==> src/hw/rtl/dsrs_pkg.sv <==
// Shared types, constants and the CRC-32 word step for the dual slot record selector.
// No dependencies; every other file of the block imports this package.
package dsrs_pkg;

   localparam int unsigned WORD_W = 32;
   localparam int unsigned POS_W  = 5;
   localparam int unsigned CSR_W  = 2;

   localparam logic [WORD_W-1:0] CRC_POLY   = 32'hEDB8_8320;
   localparam logic [WORD_W-1:0] ALL_ONES   = 32'hFFFF_FFFF;
   localparam logic [WORD_W-1:0] HALF_RANGE = 32'h8000_0000;

   // Register indexes on the configuration port
   localparam logic [CSR_W-1:0] CSR_MAGIC     = 2'd0;
   localparam logic [CSR_W-1:0] CSR_VERSION   = 2'd1;
   localparam logic [CSR_W-1:0] CSR_MARKER    = 2'd2;
   localparam logic [CSR_W-1:0] CSR_UNMEASURE = 2'd3;

   // Word positions inside one record
   localparam logic [POS_W-1:0] POS_MAGIC      = 5'd0;
   localparam logic [POS_W-1:0] POS_VERSION    = 5'd1;
   localparam logic [POS_W-1:0] POS_SEQUENCE   = 5'd2;
   localparam logic [POS_W-1:0] POS_STAGE      = 5'd3;
   localparam logic [POS_W-1:0] POS_STAGE_INV  = 5'd4;
   localparam logic [POS_W-1:0] POS_STACK_RAW  = 5'd10;
   localparam logic [POS_W-1:0] POS_STACK_BYTE = 5'd11;
   localparam logic [POS_W-1:0] POS_SAMPLE     = 5'd17;
   localparam logic [POS_W-1:0] POS_MARKER     = 5'd18;
   localparam logic [POS_W-1:0] POS_CHECKSUM   = 5'd19;
   localparam logic [POS_W-1:0] BODY_WORDS     = 5'd18;

   typedef struct packed {
      logic [WORD_W-1:0] magic;
      logic [WORD_W-1:0] version;
      logic [WORD_W-1:0] marker;
      logic [WORD_W-1:0] unmeasured;
   } cfg_type;

   // Outcome of a record pair, offered on the last word of slot 1
   typedef struct packed {
      logic              last;
      logic              slot0_ok;
      logic              slot1_ok;
      logic [WORD_W-1:0] seq0;
      logic [WORD_W-1:0] seq1;
   } pair_type;

   // Reflected CRC-32 over one word, low byte first; collapses to an XOR network
   function automatic logic [WORD_W-1:0] crc32_word(input logic [WORD_W-1:0] crc,
                                                    input logic [WORD_W-1:0] w);
      logic [WORD_W-1:0] c;
      c = crc ^ w;
      for (int i = 0; i < WORD_W; i++) begin
         c = c[0] ? ((c >> 1) ^ CRC_POLY) : (c >> 1);
      end
      return c;
   endfunction

endpackage

==> src/hw/rtl/dsrs_channels.sv <==
// Valid/ready channel interfaces for record words in and pair results out.
// Depends on dsrs_pkg for the word width.
interface dsrs_req_if;
   import dsrs_pkg::*;
   logic              valid;
   logic              ready;
   logic [WORD_W-1:0] word;
   logic              restart;

   modport source (output valid, output word, output restart, input ready);
   modport sink   (input valid, input word, input restart, output ready);
endinterface

interface dsrs_rsp_if;
   import dsrs_pkg::*;
   logic              valid;
   logic              ready;
   logic              have_valid;
   logic              selected_slot;
   logic              slot0_valid;
   logic              slot1_valid;
   logic [WORD_W-1:0] newest_sequence;

   modport source (output valid, output have_valid, output selected_slot,
                   output slot0_valid, output slot1_valid, output newest_sequence,
                   input ready);
   modport sink   (input valid, input have_valid, input selected_slot,
                   input slot0_valid, input slot1_valid, input newest_sequence,
                   output ready);
endinterface

==> src/hw/rtl/dsrs_record_check.sv <==
// Per-word record checking: CRC, field checks, word position and slot tracking.
// Depends on dsrs_pkg for constants, cfg_type, pair_type and crc32_word.
module dsrs_record_check
   import dsrs_pkg::*;
(
   input  logic              clock,
   input  logic              reset,
   input  logic              step,
   input  logic [WORD_W-1:0] word,
   input  logic              restart,
   input  cfg_type           cfg,
   output pair_type          pair
);

   logic [WORD_W-1:0] crc_ff, crc_in;
   logic [POS_W-1:0]  pos_ff, pos_in;
   logic              slot_ff, slot_in;
   logic              ok_ff, ok_in;
   logic [WORD_W-1:0] stage_ff, stage_in;
   logic              stack_ff, stack_in;
   logic [WORD_W-1:0] seq_ff, seq_in;
   logic              first_ok_ff, first_ok_in;
   logic [WORD_W-1:0] first_seq_ff, first_seq_in;

   // Effective state for this word: restart starts a fresh pair
   logic [WORD_W-1:0] crc_c, stage_c, seq_c, first_seq_c;
   logic [POS_W-1:0]  pos_c;
   logic              slot_c, ok_c, stack_c, first_ok_c;
   // Updated values after this word
   logic [WORD_W-1:0] crc_n, stage_n, seq_n;
   logic              ok_n, stack_n, last;

   always_comb begin
      crc_c       = restart ? ALL_ONES : crc_ff;
      pos_c       = restart ? '0 : pos_ff;
      slot_c      = restart ? 1'b0 : slot_ff;
      ok_c        = restart ? 1'b1 : ok_ff;
      stage_c     = restart ? '0 : stage_ff;
      stack_c     = restart ? 1'b1 : stack_ff;
      seq_c       = restart ? '0 : seq_ff;
      first_ok_c  = restart ? 1'b0 : first_ok_ff;
      first_seq_c = restart ? '0 : first_seq_ff;
   end

   // Check the word against its position
   always_comb begin
      crc_n   = (pos_c < BODY_WORDS) ? crc32_word(crc_c, word) : crc_c;
      ok_n    = ok_c;
      stage_n = stage_c;
      stack_n = stack_c;
      seq_n   = seq_c;
      case (pos_c)
         POS_MAGIC: begin
            if (word != cfg.magic) ok_n = 1'b0;
         end
         POS_VERSION: begin
            if (word != cfg.version) ok_n = 1'b0;
         end
         POS_SEQUENCE: begin
            seq_n = word;
            if (word == '0) ok_n = 1'b0;
         end
         POS_STAGE: begin
            stage_n = word;
         end
         POS_STAGE_INV: begin
            if (word != ~stage_c) ok_n = 1'b0;
         end
         POS_STACK_RAW, POS_STACK_BYTE: begin
            if (word != cfg.unmeasured) stack_n = 1'b0;
         end
         POS_SAMPLE: begin
            if (word > 32'd1 || (word == '0 && !stack_c)) ok_n = 1'b0;
         end
         POS_MARKER: begin
            if (word != cfg.marker) ok_n = 1'b0;
         end
         POS_CHECKSUM: begin
            if (word != (crc_c ^ ALL_ONES)) ok_n = 1'b0;
         end
         default: ;
      endcase
      last = (pos_c == POS_CHECKSUM);
   end

   // Next state: advance within a record, or close the record
   always_comb begin
      crc_in       = crc_n;
      pos_in       = pos_c + 5'd1;
      slot_in      = slot_c;
      ok_in        = ok_n;
      stage_in     = stage_n;
      stack_in     = stack_n;
      seq_in       = seq_n;
      first_ok_in  = first_ok_c;
      first_seq_in = first_seq_c;
      if (last) begin
         crc_in   = ALL_ONES;
         pos_in   = '0;
         ok_in    = 1'b1;
         stage_in = '0;
         stack_in = 1'b1;
         seq_in   = '0;
         if (!slot_c) begin
            slot_in      = 1'b1;
            first_ok_in  = ok_n;
            first_seq_in = seq_n;
         end else begin
            slot_in      = 1'b0;
            first_ok_in  = 1'b0;
            first_seq_in = '0;
         end
      end
   end

   always_ff @(posedge clock) begin
      if (reset) begin
         crc_ff       <= ALL_ONES;
         pos_ff       <= '0;
         slot_ff      <= 1'b0;
         ok_ff        <= 1'b1;
         stage_ff     <= '0;
         stack_ff     <= 1'b1;
         seq_ff       <= '0;
         first_ok_ff  <= 1'b0;
         first_seq_ff <= '0;
      end else if (step) begin
         crc_ff       <= crc_in;
         pos_ff       <= pos_in;
         slot_ff      <= slot_in;
         ok_ff        <= ok_in;
         stage_ff     <= stage_in;
         stack_ff     <= stack_in;
         seq_ff       <= seq_in;
         first_ok_ff  <= first_ok_in;
         first_seq_ff <= first_seq_in;
      end
   end

   // Offer the pair outcome when this word closes slot 1
   always_comb begin
      pair.last     = last && slot_c;
      pair.slot0_ok = first_ok_c;
      pair.slot1_ok = ok_n;
      pair.seq0     = first_seq_c;
      pair.seq1     = seq_n;
   end

endmodule

==> src/hw/rtl/dsrs_select.sv <==
// Newest-slot selection by serial-number comparison and the result register.
// Depends on dsrs_pkg for pair_type and the half-range constant.
module dsrs_select
   import dsrs_pkg::*;
(
   input  logic              clock,
   input  logic              reset,
   input  logic              load,
   input  pair_type          pair,
   input  logic              out_ready,
   output logic              out_valid,
   output logic              have_valid,
   output logic              selected_slot,
   output logic              slot0_valid,
   output logic              slot1_valid,
   output logic [WORD_W-1:0] newest_sequence
);

   logic              valid_ff;
   logic              any_ff, sel_ff, v0_ff, v1_ff;
   logic [WORD_W-1:0] seq_ff;

   logic              newer, any_in, sel_in;
   logic [WORD_W-1:0] diff, seq_in;

   // Slot 1 wins only when strictly ahead by less than half the range, or when it alone is valid
   always_comb begin
      diff   = pair.seq1 - pair.seq0;
      newer  = (pair.seq1 != '0) && (pair.seq0 != '0) && (diff != '0) && (diff < HALF_RANGE);
      any_in = pair.slot0_ok || pair.slot1_ok;
      if (pair.slot0_ok && pair.slot1_ok) sel_in = newer;
      else                                sel_in = pair.slot1_ok;
      if (!any_in)     seq_in = '0;
      else if (sel_in) seq_in = pair.seq1;
      else             seq_in = pair.seq0;
   end

   // Hold the result until the transfer completes
   always_ff @(posedge clock) begin
      if (reset) begin
         valid_ff <= 1'b0;
      end else if (load) begin
         valid_ff <= 1'b1;
      end else if (out_ready) begin
         valid_ff <= 1'b0;
      end
   end

   always_ff @(posedge clock) begin
      if (load) begin
         any_ff <= any_in;
         sel_ff <= sel_in;
         v0_ff  <= pair.slot0_ok;
         v1_ff  <= pair.slot1_ok;
         seq_ff <= seq_in;
      end
   end

   assign out_valid       = valid_ff;
   assign have_valid      = any_ff;
   assign selected_slot   = sel_ff;
   assign slot0_valid     = v0_ff;
   assign slot1_valid     = v1_ff;
   assign newest_sequence = seq_ff;

endmodule

==> src/hw/rtl/dual_slot_record_selector.sv <==
// Dual slot record selector top level: configuration registers, input register and handshake.
// Depends on dsrs_pkg, dsrs_channels, dsrs_record_check and dsrs_select.
//
// The block takes one record word per clock unless the input side stalls: slot 0's twenty words,
// then slot 1's, with restart marking word 0 of slot 0. A word is captured in the input register,
// then checked and folded into the CRC from that register. On the last word of slot 1 the pair
// result is written to the result register at the end of that cycle and presented from there.
// The sustained rate is one word per cycle while no stall holds it, set by the combinational CRC
// word step. The input side stalls only when a pair result is due while the previous result
// still waits in the result register. Configuration registers are written through the csr port
// by the user only while no words are in flight; the block itself does not enforce this.
module dual_slot_record_selector
   import dsrs_pkg::*;
(
   input  logic              clock,
   input  logic              reset,
   dsrs_req_if.sink          req_chan,
   dsrs_rsp_if.source        rsp_chan,
   input  logic              csr_write_enable,
   input  logic [CSR_W-1:0]  csr_index,
   input  logic [WORD_W-1:0] csr_write_data
);

   cfg_type           cfg_ff;
   logic              in_valid_ff;
   logic [WORD_W-1:0] in_word_ff;
   logic              in_restart_ff;

   pair_type          pair;
   logic              stall, advance, step, load;

   // Configuration registers
   always_ff @(posedge clock) begin
      if (reset) begin
         cfg_ff <= '0;
      end else if (csr_write_enable) begin
         case (csr_index)
            CSR_MAGIC:     cfg_ff.magic      <= csr_write_data;
            CSR_VERSION:   cfg_ff.version    <= csr_write_data;
            CSR_MARKER:    cfg_ff.marker     <= csr_write_data;
            CSR_UNMEASURE: cfg_ff.unmeasured <= csr_write_data;
            default: ;
         endcase
      end
   end

   // Stall only when a result is due and the result register is still occupied
   assign stall   = in_valid_ff && pair.last && rsp_chan.valid && !rsp_chan.ready;
   assign advance = !stall;
   assign step    = in_valid_ff && !stall;
   assign load    = step && pair.last;
   assign req_chan.ready = advance;

   // Input register
   always_ff @(posedge clock) begin
      if (reset) begin
         in_valid_ff <= 1'b0;
      end else if (advance) begin
         in_valid_ff <= req_chan.valid;
      end
   end

   always_ff @(posedge clock) begin
      if (advance && req_chan.valid) begin
         in_word_ff    <= req_chan.word;
         in_restart_ff <= req_chan.restart;
      end
   end

   dsrs_record_check u_check (
      .clock   (clock),
      .reset   (reset),
      .step    (step),
      .word    (in_word_ff),
      .restart (in_restart_ff),
      .cfg     (cfg_ff),
      .pair    (pair)
   );

   dsrs_select u_select (
      .clock           (clock),
      .reset           (reset),
      .load            (load),
      .pair            (pair),
      .out_ready       (rsp_chan.ready),
      .out_valid       (rsp_chan.valid),
      .have_valid      (rsp_chan.have_valid),
      .selected_slot   (rsp_chan.selected_slot),
      .slot0_valid     (rsp_chan.slot0_valid),
      .slot1_valid     (rsp_chan.slot1_valid),
      .newest_sequence (rsp_chan.newest_sequence)
   );

   // A loaded result is presented in the next cycle
   a_load_shows: assert property (@(posedge clock) disable iff (reset)
      load |=> rsp_chan.valid)
      else $error("result not presented after load");

   // A pending result is never overwritten
   a_no_overwrite: assert property (@(posedge clock) disable iff (reset)
      (rsp_chan.valid && !rsp_chan.ready) |-> !load)
      else $error("result register overwritten");

   // Selection is consistent with the per-slot flags
   a_select_consistent: assert property (@(posedge clock) disable iff (reset)
      rsp_chan.valid |-> ((rsp_chan.have_valid == (rsp_chan.slot0_valid || rsp_chan.slot1_valid))
                          && (!rsp_chan.selected_slot || rsp_chan.slot1_valid)
                          && (rsp_chan.have_valid || rsp_chan.newest_sequence == '0)))
      else $error("inconsistent selection result");

endmodule

==> src/flat_wrapper.sv <==
// flat-port wrapper written by rule: the top's interface ports become plain ports
module dual_slot_record_selector_flat import dsrs_pkg::*;
  (clock, reset, csr_write_enable, csr_index, csr_write_data, req_chan_valid, req_chan_word, req_chan_restart, req_chan_ready, rsp_chan_valid, rsp_chan_have_valid, rsp_chan_selected_slot, rsp_chan_slot0_valid, rsp_chan_slot1_valid, rsp_chan_newest_sequence, rsp_chan_ready);
  dsrs_req_if req_chan_i ();
  dsrs_rsp_if rsp_chan_i ();
  input  logic clock;
  input  logic reset;
  input  logic csr_write_enable;
  input  logic [CSR_W-1:0] csr_index;
  input  logic [WORD_W-1:0] csr_write_data;
  input wire logic [$bits(req_chan_i.valid)-1:0] req_chan_valid;
  input wire logic [$bits(req_chan_i.word)-1:0] req_chan_word;
  input wire logic [$bits(req_chan_i.restart)-1:0] req_chan_restart;
  output wire logic [$bits(req_chan_i.ready)-1:0] req_chan_ready;
  output wire logic [$bits(rsp_chan_i.valid)-1:0] rsp_chan_valid;
  output wire logic [$bits(rsp_chan_i.have_valid)-1:0] rsp_chan_have_valid;
  output wire logic [$bits(rsp_chan_i.selected_slot)-1:0] rsp_chan_selected_slot;
  output wire logic [$bits(rsp_chan_i.slot0_valid)-1:0] rsp_chan_slot0_valid;
  output wire logic [$bits(rsp_chan_i.slot1_valid)-1:0] rsp_chan_slot1_valid;
  output wire logic [$bits(rsp_chan_i.newest_sequence)-1:0] rsp_chan_newest_sequence;
  input wire logic [$bits(rsp_chan_i.ready)-1:0] rsp_chan_ready;
  assign req_chan_i.valid = req_chan_valid;
  assign req_chan_i.word = req_chan_word;
  assign req_chan_i.restart = req_chan_restart;
  assign req_chan_ready = req_chan_i.ready;
  assign rsp_chan_valid = rsp_chan_i.valid;
  assign rsp_chan_have_valid = rsp_chan_i.have_valid;
  assign rsp_chan_selected_slot = rsp_chan_i.selected_slot;
  assign rsp_chan_slot0_valid = rsp_chan_i.slot0_valid;
  assign rsp_chan_slot1_valid = rsp_chan_i.slot1_valid;
  assign rsp_chan_newest_sequence = rsp_chan_i.newest_sequence;
  assign rsp_chan_i.ready = rsp_chan_ready;
  dual_slot_record_selector u_core (.clock(clock), .reset(reset), .req_chan(req_chan_i), .rsp_chan(rsp_chan_i), .csr_write_enable(csr_write_enable), .csr_index(csr_index), .csr_write_data(csr_write_data));
endmodule
==> config.mk <==
export PLATFORM = sky130hd
export DESIGN_NAME = dual_slot_record_selector_flat
export DESIGN_NICKNAME = d
export VERILOG_FILES = /design/src/hw/rtl/dsrs_pkg.sv /design/src/hw/rtl/dsrs_channels.sv /design/src/hw/rtl/dsrs_record_check.sv /design/src/hw/rtl/dsrs_select.sv /design/src/hw/rtl/dual_slot_record_selector.sv /design/src/flat_wrapper.sv
export SDC_FILE = /design/constraint.sdc
export NUM_CORES = 1
export LEC_CHECK = 0
export ABC_CLOCK_PERIOD_IN_PS = 18500
export BUFFER_PORTS_ARGS = -buffer_cell sky130_fd_sc_hd__buf_2
export CAP_MARGIN = 30
export CORE_MARGIN = 8
export CORE_UTILIZATION = 35
export DETAILED_ROUTE_END_ITERATION = 16
export GPL_TIMING_DRIVEN = 1
export PLACE_DENSITY = 0.54
export SYNTH_ARGS = -nofsm -noshare
export SYNTH_HDL_FRONTEND = slang
export SYNTH_HIERARCHICAL = 1
export SYNTH_SLANG_ARGS = --single-unit
export TNS_END_PERCENT = 5
==> constraint.sdc <==
create_clock -name clock -period 18.5 [get_ports clock]
set_input_delay 4.625 -clock clock [delete_from_list [all_inputs] [get_ports clock]]
set_output_delay 4.625 -clock clock [all_outputs]
set_load 0.02 [all_outputs]
==> run metrics, run 1 <==
status=finished, final reports clean; port bufs=109; Post-synth EDFFs=69; Vias=around 18,000; Routed WL per cell=roughly 22 um; Post-Syn Instances=2,375; final net count=2,514; register bit total from synthesis=336; Setup TNS Final=0 ps; cell row count=93; synth warn=6; post-synthesis sequential area ratio=0.328; most frequent CP cell=buf_2; Worst setup EP type=output port; clk_lat worst skew=roughly 580 ps; DRC errors left=0; crit path capture=req_chan_ready; asr flop ratio synth=0; antenna cells=0; GR Overflow Total=0; Global Route Usage Sum=0.190; most frequent cells in the layout=dfxtp_1 (267), xnor2_1 (225), nor2_1 (212); Slowest-stage cell, CP=nand4b_1; CTS buffer count=42; Resized Gates After CTS=0; Worst EP required=approximately 14,000 ps; min-delay worst type=reg -> reg; Max Cap Violations=0; final wirelength=72,200 um; Synth area leader=dfxtp_1; Crit Path Max Fanout=3; # IOs=110; RSZ-0062 raised after global routing=no; detailed placement HPWL=51,000 um; Distinct cells, synth=97; Via-to-Cell Ratio=5.37; most area-consuming cells after synthesis=dfxtp_1 (24%), edfxtp_1 (9.2%), xnor2_1 (8.7%); Die Y=270 um; dpl cell area=23,900 um2; Num Clock Sinks=336; die width=270 um; CP arrival=5120 ps; global-route wire length before repair=110,000 um; Area Growth Syn to Fin=11.6%; Most used DFF post-synth=dfxtp_1; critical-path cell list=buf_2 -> nand4b_1 -> buf_2; drt first-iter violations=1,339; Root Driver=clkbuf_16; worst reg2reg path startpoint=u_core/in_restart_ff$_DFFE_PP_; max-slew violation count=0; Starting Density=0.352; cts hold-fix bufs=0; Mean Syn Cell Area=9.53 um2; Reg-to-Reg End=u_core/u_select/newest_sequence[15]$_SDFFCE_PN0P_; Setup Buffers After CTS=0; R2R cell count=23; max_slew headroom=0.321; initial antenna violation count=1; Routed Antenna Nets=0; Placeable Area=64,200 um2; Crit. Startpoint=rsp_chan_ready; Yosys top cell area share=0.236; H-tree lvl count=2; post-route cell area=25,200 um2; CP peak stage delay=roughly 190 ps; most common cell after layout, fill and taps aside=dfxtp_1; gpl congestion=0.877; CTS tree=done; Worst Tran Pin Value=1020 ps; pin count of the biggest net entering global routing=223; worst clock skew=just under 30 ps; R2R setup slack=~11,000 ps; endpoints failing setup=0; Critical Path Start Type=input port; DRT Pass-1 Iters=5; Setup CP Type=in -> out; Hold Path Stages=2; mapped cell area=22,600 um2; clock buffer depth=3; share of layout cells above drive strength 1=0.137; Final period util=0.527; count of final hold-check violations=0; Max Clk Rate=a little over 100 MHz; DIE AREA=73,000 um2; post-synthesis net count=2,484; vias in the first global route=17,500; clock period minus worst slack=9750 ps; Worst-path clk slew=~50 ps
## cells in the mapped netlist (32+ instances only)
master,count
ha_1,36
nor4_1,54
nand3_1,32
nand3b_1,34
o21ai_0,53
mux2i_1,136
xor2_1,135
a21oi_1,60
a22oi_1,104
clkbuf_1,110
nor2_1,216
a22o_1,32
nand2_1,104
nand2b_1,184
inv_1,53
dfxtp_1,267
xnor2_1,225
nor2b_1,50
xnor3_1,37
edfxtp_1,69
nand4_1,42
## worst max-delay path: cells and delay by family
kind          cells  cell delay (ps)
simple gates      1              190
buf+inv           2              300
## logic make-up (layout without fill, tap and decap cells)
group,Yosys count,count (layout),synth area share
adders and majority gates,37,37,0.0208
xor gates and xnor gates,455,455,0.232
muxes,149,149,0.0666
and+or+nand+nor,784,784,0.184
AOI/OAI and AO/OA,383,383,0.121
buffers and inverters,231,293,0.0478
DFF,336,336,0.328
## stage by stage
step                setup slack (ps)  hold WS (ps)  utilization  cells
floorplan                       8930           427            -   2375
detailed placement              8750           454        0.371   3214
global placement                8750           438        0.371   3212
global route                    8720           489        0.393   3292
CTS                             8750           461        0.392   3290
finish                          8750           460        0.393   3292
## registers in the layout, indices dropped and copies added (netlist names)
name	cells
u_core/cfg_ff	128
u_core/u_check/stack_ff	1
u_core/u_check/seq_ff	32
u_core/u_check/pos_ff	5
u_core/u_select/newest_sequence	32
u_core/u_check/ok_ff	1
u_core/u_check/first_ok_ff	1
u_core/u_check/slot_ff	1
u_core/u_select/have_valid	1
u_core/u_check/crc_ff	32
u_core/u_select/selected_slot	1
u_core/u_select/slot0_valid	1
u_core/u_select/slot1_valid	1
u_core/in_valid_ff	1
u_core/u_select/out_valid	1
u_core/in_word_ff	32
u_core/in_restart_ff	1
u_core/u_check/stage_ff	32
u_core/u_check/first_seq_ff	32
## worst min path at each step
stage | startpoint | end | slack, ps
4_1_cts | u_core/u_check/first_ok_ff$_SDFFE_PP0P_ | u_core/u_check/first_ok_ff$_SDFFE_PP0P_ | 460
2_1_floorplan | u_core/u_check/first_ok_ff$_SDFFE_PP0P_ | u_core/u_check/first_ok_ff$_SDFFE_PP0P_ | 430
5_1_grt | u_core/u_check/first_ok_ff$_SDFFE_PP0P_ | u_core/u_check/first_ok_ff$_SDFFE_PP0P_ | 490
6_report | u_core/u_check/first_ok_ff$_SDFFE_PP0P_ | u_core/u_check/first_ok_ff$_SDFFE_PP0P_ | 460
3_3_place_gp | u_core/u_check/first_ok_ff$_SDFFE_PP0P_ | u_core/u_check/first_ok_ff$_SDFFE_PP0P_ | 440
3_5_place_dp | u_core/u_check/first_ok_ff$_SDFFE_PP0P_ | u_core/u_check/first_ok_ff$_SDFFE_PP0P_ | 450
## routing by layer
metal | track usage | up-vias | routed length (um) | share of wire
met2 | 0.315 | 560 | 33900 | 0.47
met5 | 0 | - | 0 | 0
li1 | - | 8352 | - | -
met3 | 0.0282 | 118 | 3960 | 0.055
met4 | 0.0649 | 0 | 2410 | 0.033
met1 | 0.250 | 8637 | 31900 | 0.44
## layout make-up
cell class	instances	area [um2]
Fill cell	6407	39000
Timing Repair Buffer	164	1040
Multi-Input combinational cell	1808	14200
Sequential cell	336	7420
Clock buffer	66	1250
Clock inverter	10	93.8
Inverter	53	199
Tap cell	855	1070
Power of run 1 is left out: the tool's default activity adds up to more than one toggle a clock period on the data nets, which glitch-free logic cannot reach.
==> run 2, diff against run 1 <==
--- a/config.mk
+++ b/config.mk
@@ -5,14 +5,14 @@
 export SDC_FILE = /design/constraint.sdc
 export NUM_CORES = 1
 export LEC_CHECK = 0
-export ABC_CLOCK_PERIOD_IN_PS = 18500
+export ABC_CLOCK_PERIOD_IN_PS = 8600
 export BUFFER_PORTS_ARGS = -buffer_cell sky130_fd_sc_hd__buf_2
 export CAP_MARGIN = 30
 export CORE_MARGIN = 8
 export CORE_UTILIZATION = 35
 export DETAILED_ROUTE_END_ITERATION = 16
 export GPL_TIMING_DRIVEN = 1
-export PLACE_DENSITY = 0.54
+export PLACE_DENSITY = 0.56
 export SYNTH_ARGS = -nofsm -noshare
 export SYNTH_HDL_FRONTEND = slang
 export SYNTH_HIERARCHICAL = 1
==> constraint.sdc (replaced) <==
create_clock -name clock -period 8.6 [get_ports clock]
set_input_delay 2.15 -clock clock [delete_from_list [all_inputs] [get_ports clock]]
set_output_delay 2.15 -clock clock [all_outputs]
set_load 0.02 [all_outputs]
==> run 2 against run 1 <==
Utilization hardly changed; routed wire length is 0.76% higher; cell count is 0.12% lower; sequential share of layout area hardly changed; critical path depth is 15 higher; count of clock-buffer cells in the layout is 1 higher; register-to-register slack worse by 8400 ps; non-clock buffer count is 4 lower; cell area hardly changed; highest routed layer unchanged.
==> run metrics, run 2 (synthesis gave the netlist of run 1 again) <==
status=finished, final reports clean (unchanged); Via-to-Cell Ratio=5.42 (was 5.37); worst hold endpoint=u_core/u_check/first_ok_ff$_SDFFE_PP0P_ (unchanged); clock period minus worst slack=5890 ps; DRT Pass-1 Iters=6 (was 5); antenna cells=0 (unchanged); min-delay worst type=reg -> reg (unchanged); cell row count=93 (unchanged); endpoints failing setup=0 (unchanged); share of layout cells above drive strength 1=0.134 (was 0.137); Die Y=270 um (unchanged); most frequent CP cell=buf_4 (was buf_2); Slowest-stage cell, CP=o21ai_0 (was nand4b_1); Area Growth Syn to Fin=11.5% (was 11.6%); Setup TNS Final=0 ps (unchanged); clock buffer depth=3 (unchanged); final worst setup slack=2710 ps (was 8750 ps); global-route wire length before repair=110,000 um (about the same); cts hold-fix bufs=0 (unchanged); Resized Gates After CTS=0 (unchanged); detailed placement HPWL=52,400 um (was 51,000 um); final wirelength=72,700 um (was 72,200 um); Worst setup EP type=register (was output port); Reg-to-Reg End=u_core/u_select/newest_sequence[5]$_SDFFCE_PN0P_ (was u_core/u_select/newest_sequence[15]$_SDFFCE_PN0P_); Worst EP required=8910 ps (was 13,880 ps); R2R setup slack=2710 ps (was 11,120 ps); max-slew violation count=0 (unchanged); H-tree lvl count=2 (unchanged); CP peak stage delay=560 ps (was 190 ps); Global Route Usage Sum=0.190 (about the same); # IOs=110 (unchanged); CP arrival=6200 ps (was 5120 ps); RSZ-0062 raised after global routing=no (unchanged); Crit Path Max Fanout=49 (was 3); Vias=17,800 (was 17,700); Setup Buffers After CTS=0 (unchanged); min-delay src=u_core/u_check/first_ok_ff$_SDFFE_PP0P_ (unchanged); port bufs=109 (unchanged); max_slew headroom=0.280 (was 0.321); R2R cell count=18 (was 23); count of final hold-check violations=0 (unchanged); pin count of the biggest net entering global routing=193 (was 223); Routed WL per cell=22.1 um (was 21.9 um); Hold Path Stages=2 (unchanged); worst clock skew=21.6 ps (was 28.9 ps); Routed Antenna Nets=0 (unchanged); pre-CTS setup slack=2790 ps (was 8750 ps); most frequent cells in the layout=dfxtp_1 (267), xnor2_1 (225), nor2_1 (212) (unchanged); worst reg2reg path startpoint=u_core/in_restart_ff$_DFFE_PP_ (unchanged); Critical Path Start Type=register (was input port); drt first-iter violations=1,449 (was 1,339); Starting Density=0.352 (unchanged); Num Clock Sinks=336 (unchanged); DIE AREA=73,000 um2 (unchanged); Worst Tran Pin Value=1050 ps (was 1020 ps); final hold slack=451 ps (was 460 ps); max reg flops=128 (unchanged); Max Clk Rate=170 MHz; critical-path cell list=buf_4 -> nand2b_1 -> ha_1 -> o21ai_2 -> buf_4 -> o21ai_0 -> ha_1 -> a21oi_1 -> o21ai_0 -> a211oi_1 -> nor3b_1 -> xor2_1 -> o2111ai_1 -> nor4_1 -> o2111a_2 -> o32ai_4 -> buf_4 -> a22o_2 (was buf_2 -> nand4b_1 -> buf_2); Root Driver=clkbuf_16 (unchanged); Final period util=0.685; Worst-path clk slew=60 ps (was 50 ps); CTS buffer count=41 (was 42); gpl congestion=0.905 (was 0.877); Setup CP Type=reg -> reg (was in -> out); Largest Register=u_core/cfg_ff (unchanged); most common cell after layout, fill and taps aside=dfxtp_1 (unchanged); Max Cap Violations=0 (unchanged); Crit. Startpoint=u_core/in_restart_ff$_DFFE_PP_ (was rsp_chan_ready); die width=270 um (unchanged); initial antenna violation count=1 (unchanged); clk_lat worst skew=560 ps (was 580 ps); vias in the first global route=17,600 (was 17,500); GR Overflow Total=0 (unchanged); CTS tree=done (unchanged); Placeable Area=64,200 um2 (unchanged); DRC errors left=0 (unchanged); fill count=6,439 (was 6,407); final net count=2,509 (was 2,514)
==> run 2: cell count changes in the layout (fill, tap and decap cells not counted), sizes merged <==
cell,delta
clkbuf,+1
clkinvlp,-1
buf,-4
==> run 2: worst max path at each step <==
stage,to,slack [ps],cells past startpoint
finish,u_core/u_select/newest_sequence[5]$_SDFFCE_PN0P_,2710,18
global route,u_core/u_select/newest_sequence[5]$_SDFFCE_PN0P_,2240,20
CTS,u_core/u_select/newest_sequence[6]$_SDFFCE_PN0P_,2770,18
detailed placement,u_core/u_select/newest_sequence[6]$_SDFFCE_PN0P_,2790,18
global placement,u_core/u_select/newest_sequence[6]$_SDFFCE_PN0P_,2890,19
floorplan,u_core/u_select/newest_sequence[10]$_SDFFCE_PN0P_,2190,30
==> run 2: routing by layer <==
layer	GRT usage	up-vias	wire length [um]
met1	0.248	8817	31900
met2	0.324	534	34700
li1	-	8338	-
met3	0.0287	134	3990
met5	0	-	0
met4	0.0547	0	2090
==> run 2: critical path: cells and delay by family (launching register included) <==
kind	cells	cell delay [ps]
AOI/OAI and AO/OA	9	2510
buffers and inverters	3	1020
and+or+nand+nor	3	800
adders and majority gates	2	730
DFF	1	340
xor gates and xnor gates	1	220
==> run 2: cell type report <==
type	instances	area [um2]	share of cell area
inverters	53	199	0.00788
multi-input cells	1808	14200	0.561
clock inverters	9	87.6	0.00347
clock buffers	67	1260	0.0498
well taps	855	1070	0.0424
flip-flops and latches	336	7420	0.294
repair buffers	160	1040	0.0412
==> run 2: stage by stage <==
step	instances	utilization	cell area, um2
floorplan	2375	-	22600
global placement	3206	0.370	23800
detailed placement	3211	0.372	23900
CTS	3287	0.393	25200
global route	3288	0.393	25200
finish	3288	0.393	25200
Power of run 2 is left out for the same reason.
